**config.mk**
```make
export PLATFORM = sky130hd
export DESIGN_NAME = bfa_free_table
export DESIGN_NICKNAME = d
export VERILOG_FILES = /design/src/sv/best_fit_block_allocator_unit_defines.svh /design/src/sv/bfa_pkg.sv /design/src/sv/bfa_free_table.sv
export SDC_FILE = /design/constraint.sdc
export NUM_CORES = 2
export LEC_CHECK = 0
export ABC_AREA = 0
export ABC_CLOCK_PERIOD_IN_PS = 12600
export BUFFER_PORTS_ARGS = -buffer_cell sky130_fd_sc_hd__buf_2
export CAP_MARGIN = 0
export CELL_PAD_IN_SITES_DETAIL_PLACEMENT = 1
export CELL_PAD_IN_SITES_GLOBAL_PLACEMENT = 1
export CORE_ASPECT_RATIO = 0.5
export CORE_MARGIN = 4
export CORE_UTILIZATION = 30
export DETAILED_ROUTE_END_ITERATION = 8
export GPL_ROUTABILITY_DRIVEN = 1
export PLACE_DENSITY_LB_ADDON = 0.05
export SLEW_MARGIN = 20
export SYNTH_ARGS = -nofsm -noshare
export SYNTH_HDL_FRONTEND = slang
export SYNTH_SLANG_ARGS = --single-unit
```
**constraint.sdc**
```tcl
create_clock -name clk -period 12.6 [get_ports clk]
set_clock_uncertainty 0.2 [all_clocks]
set_input_delay 3.78 -clock clk [delete_from_list [all_inputs] [get_ports clk]]
set_output_delay 3.78 -clock clk [all_outputs]
set_load 0.05 [all_outputs]
```
**src/sv/best_fit_block_allocator_unit_defines.svh**
```systemverilog
// Assertion macros for the best-fit block allocator.
`ifndef BEST_FIT_BLOCK_ALLOCATOR_UNIT_DEFINES_SVH
`define BEST_FIT_BLOCK_ALLOCATOR_UNIT_DEFINES_SVH
`ifndef ASSERT_OFF
`define BFA_ASSERT(lbl, prop) \
  lbl: assert property (@(posedge clk) disable iff (!rst_n) prop) \
    else $error("bfa assertion failed");
`define BFA_ASSERT_NEXT(lbl, cond, expr) \
  lbl: assert property (@(posedge clk) disable iff (!rst_n) (cond) |=> (expr)) \
    else $error("bfa assertion failed");
`else
`define BFA_ASSERT(lbl, prop)
`define BFA_ASSERT_NEXT(lbl, cond, expr)
`endif
`endif

```
**src/sv/bfa_pkg.sv**
```systemverilog
// Types and constants shared by the best-fit block allocator.
package bfa_pkg;
  localparam int HEAP_BYTES   = 65536;
  localparam int FREE_ENTRIES = 64;
  localparam int HEADER_BYTES = 16;
  localparam int ALIGN_BYTES  = 8;
  localparam int SPLIT_FACTOR = 2;
  localparam int OFS_W   = 16;
  localparam int SIZE_W  = 17;
  localparam int CNT_W   = $clog2(FREE_ENTRIES + 1);
  localparam int ADDR_W  = $clog2(FREE_ENTRIES);
  localparam int SLOT_W  = $clog2(HEAP_BYTES / ALIGN_BYTES);
  localparam int ALIGN_W = $clog2(ALIGN_BYTES);

  localparam logic [1:0] ST_OK   = 2'd0;
  localparam logic [1:0] ST_REJ  = 2'd1;
  localparam logic [1:0] ST_FULL = 2'd2;

  typedef struct packed {
    logic [OFS_W-1:0]  start;
    logic [SIZE_W-1:0] size;
  } entry_t;

  typedef enum logic [3:0] {
    S_IDLE, S_A_RD, S_A_CHK, S_R_RD, S_R_WR, S_POST, S_F_WAIT, S_F_CHK,
    S_I_RD, S_I_CHK, S_I_SH, S_I_SW, S_I_DONE, S_RESP
  } state_t;
endpackage

```
**src/sv/bfa_free_table.sv**
```systemverilog
// Size-sorted free table memory with a registered read.
module bfa_free_table (
  input  logic                        clk,
  input  logic                        rst_n,
  input  logic [bfa_pkg::ADDR_W-1:0]  rd_addr,
  input  logic                        wr_en,
  input  logic [bfa_pkg::ADDR_W-1:0]  wr_addr,
  input  bfa_pkg::entry_t             wr_data,
  output bfa_pkg::entry_t             rd_data
);
  bfa_pkg::entry_t mem [bfa_pkg::FREE_ENTRIES];
  bfa_pkg::entry_t rd_q_r;
  logic            e0_init_r;
  logic            rd_init_r;

  always_ff @(posedge clk) begin
    if (wr_en) begin
      mem[wr_addr] <= wr_data;
    end
    rd_q_r <= mem[rd_addr];
  end

  // entry 0 reads as the whole heap until first written
  always_ff @(posedge clk) begin
    if (!rst_n) begin
      e0_init_r <= 1'b1;
      rd_init_r <= 1'b0;
    end else begin
      rd_init_r <= e0_init_r && (rd_addr == '0);
      if (wr_en && wr_addr == '0) begin
        e0_init_r <= 1'b0;
      end
    end
  end

  always_comb begin
    rd_data = rd_q_r;
    if (rd_init_r) begin
      rd_data.start = '0;
      rd_data.size  = bfa_pkg::SIZE_W'(bfa_pkg::HEAP_BYTES);
    end
  end
endmodule

```
==> impl_metrics.csv <==
group,metric,value,unit
finish,drive_gt1_share,27.4,%
yosys,synth-edff-count,2112,
critical_path,critical_path.max_stage_delay,0.75,ns
yosys,synthTopCellsByArea,"edfxtp_1 77%, mux4_2 13%, mux2i_1 2.1%, dfxtp_1 0.85%, nand2_1 0.68%",
yosys,synth_xor_area_share,0,%
sta,fin_crit_sh,55.6,%
sta,rsz0062_at_grt,"false",
drt,routedWlPerCell,37.5,µm
yosys,synthArstFlopShare,0,%
placed_design,io_buffer_count,80,
sta,relSlewSlack,25.9,%
yosys,synth_flop_cell,"edfxtp_1",
drt,dr.pass1.iters,5,
floorplanning,io_pins,81,
sta,worst_pin_slew,1.08,ns
critical_path,crit_family,"buffers and inverters",
clock_tree,post-cts-setup-buffer-count,0,
pwr,powerDensity,159,mW/mm²
yosys,syn-cell-area,0.0823,mm²
floorplanning,dieHeight,378,µm
critical_path,crit_buf_inv,3,
clock_tree,post_cts_resized,0,
clock_tree,clk_latency,0.87,ns
sta,whs,0.270,ns
sta,setup_ws,5.60,ns
yosys,yosysUniqueCellTypes,61,
placed_design,dp_hpwl,157000,µm
critical_path,crit_path_start_kind,"input pin",
drt,drcViolationCount,0,
pwr,ir_worst_vdd,102,µV
floorplanning,start_util,30.3,%
drt,drt.antenna.violating_nets,0,
sta,hold_viol_final,0,
drt,routed_wl,293000,µm
sta,final.min_clock_period,7.00,ns
yosys,synth-warning-count,0,
placed_design,pre_cts_slack,4.62,ns
clock_tree,cts_buffers,218,
yosys,syn-num-nets,3796,
sta,setup_viol,0,
yosys,synthCells,3748,
yosys,synth_top_family_by_area,"multiplexers",
clock_tree,cts.sinks,2147,
yosys,yosys.area_share.simple,2.39,%
yosys,synth_top_cells_by_count,"2112 x edfxtp_1, 483 x mux4_2, 169 x mux2i_1, 150 x nand2_1, 91 x nor2_1",
status,status,"finished, final reports clean",
finish,final_util,34.7,%
critical_path,cp_common_cell,"buf_4",
clock_tree,clock_path_buffers,4,
global_routing,antenna_found_initial,38,
placed_design,finalWeightedCongestion,0.721,
drt,vias,41000,
critical_path,cp-end-kind,"register",
critical_path,critPathRequiredTime,13.12,ns
critical_path,critPathKind,"in -> reg",
finish,finalNetCount,4045,
critical_path,cp.arrival,7.53,ns
yosys,netlist.area_leader.share,77.0,%
pwr,p_total,0.0150,W
finish,area_delta_synth_final,14.8,%
clock_tree,cts_hold_repair.buffers,0,
critical_path,crit_slowest_cell,"buf_4",
drt,first_iter_violations,5010,
clock_tree,cts_tree,"done",
global_routing,grt_pass1_wl,390000,µm
global_routing,grt_max_degree,85,
sta,fmax,143,MHz
yosys,synth_area_leader_cell,"edfxtp_1",
critical_path,cp_cell_sequence,"buf_8, buf_4, buf_4, mux4_2, a22oi_1, nand3_1, o211ai_1, o21ai_0",
pwr,leakage,29.2,nW
sta,setup_tns,0,ns
drt,via_per_inst,5.25,
global_routing,grt.total_usage,20.5,%
clock_tree,root_buffer,"clkbuf_16",
critical_path,cp_max_fo,54,
finish,nFillCells,26200,
floorplanning,num_rows,135,
run,max-cap-violations,0,
clock_tree,htreeDepth,4,
floorplanning,dieArea,0.283,mm²
clock_tree,clk_pin_slew_worst_paths,0.07,ns
floorplanning,core_area,0.272,mm²
sta,slew_viol_final,0,
yosys,syn_avg_cell_area,22.0,µm²
global_routing,grt_pass1_vias,42900,
yosys,synth_most_common_cell,"edfxtp_1",
yosys,synthAdderAreaFrac,0,%
yosys,ys_ff_latch,2147,
floorplanning,die_w,749,µm
global_routing,overflow,0,
yosys,synth-compound-area-share,2.23,%
yosys,synth.yosys.seq_area_share,77.9,%
worst_hold_path,worst_hold_path_type,"reg -> reg",
yosys,synth_mux_area_share,15.9,%
[through the flow]
step                cells  instance area (µm²)
finish               7804                94500
global route         7795                94500
CTS                  7795                94400
detailed placement   7407                87900
global placement     7403                87900
floorplan            3748                82300
[path summary, 6_finish.rpt]
check,start,end,slack [ns],cells after the start
min reg2reg,e0_init_r,e0_init_r,0.27,2
max reg2reg,mem[61][20],rd_q_r[20],9.88,5
max,rd_addr[1],rd_q_r[7],5.60,8
min,e0_init_r,e0_init_r,0.27,2
[cells in the final DEF, fill, tap and decap left out, types with 4 or more instances in the layout]
master        n
nand2_1     149
mux2_2       45
clkbuf_16   222
and3_1        9
o22ai_1      22
a31oi_1      14
mux2i_1     166
edfxtp_1   2112
nor3_1       14
diode_2       9
o211ai_1     11
a221oi_1     17
or2_2         4
buf_12       11
clkbuf_8     13
o221ai_1     12
buf_2        70
buf_4       149
buf_8         4
a32oi_1       6
a21oi_1      47
nand3_1      79
mux4_2      483
clkbuf_1     70
nor2_4       64
o21ai_1      13
nand2b_1     11
bufinv_16     5
clkinv_1     44
nor2_1       26
dfxtp_1      34
nor2b_1      38
o21ai_0      27
nor2b_4       4
clkinv_2     31
a22oi_1      60
[flip-flops by register name, summed over array words and instances, names as in the netlist]
| signal | count |
|---|---|
| rd_init_r | 1 |
| rd_q_r | 33 |
| e0_init_r | 1 |
| mem | 2112 |
[worst reg2reg max path, stage by stage (launching register included)]
cell and delay (ns):
edfxtp_1 0.36, mux4_2 0.48, mux2i_1 0.23, mux2i_1 0.29, a2111oi_0 0.95, nor2_1 0.07
[routing by layer]
| layer | GRT usage [%] | part of all wire (%) |
|---|---|---|
| met2 | 30.0 | 43 |
| met4 | 3.76 | 1.7 |
| met3 | 4.69 | 7.3 |
| met5 | 0.595 | 0.081 |
| met1 | 31.1 | 48 |
[final cells by class]
type	instances	area, µm²	area share [%]
tap	3630	4540	4.81
antenna	9	22.5	0.0238
sequential	2147	64100	67.9
inverter	6	32.5	0.0344
clock buffer	305	6000	6.35
timing repair buffer	234	1750	1.85
clock inverter	83	503	0.532
multi-input combinational	1390	17500	18.5
[power by group]
| part | total, W | switching, W | leakage (nW) | internal, W |
|---|---|---|---|---|
| combinational | 0.000918 | 0.000644 | 6.76 | 0.000274 |
| clock | 0.00617 | 0.00277 | 3.18 | 0.00340 |
| sequential | 0.00793 | 0.0000280 | 19.3 | 0.00790 |
[cells by family after synthesis]
group | Yosys count
AO/OA/AOI/OAI | 266
buffers and inverters | 211
flip-flops | 2147
multiplexers | 698
AND/OR/NAND/NOR | 426
Power figures use the tool's default switching activity.
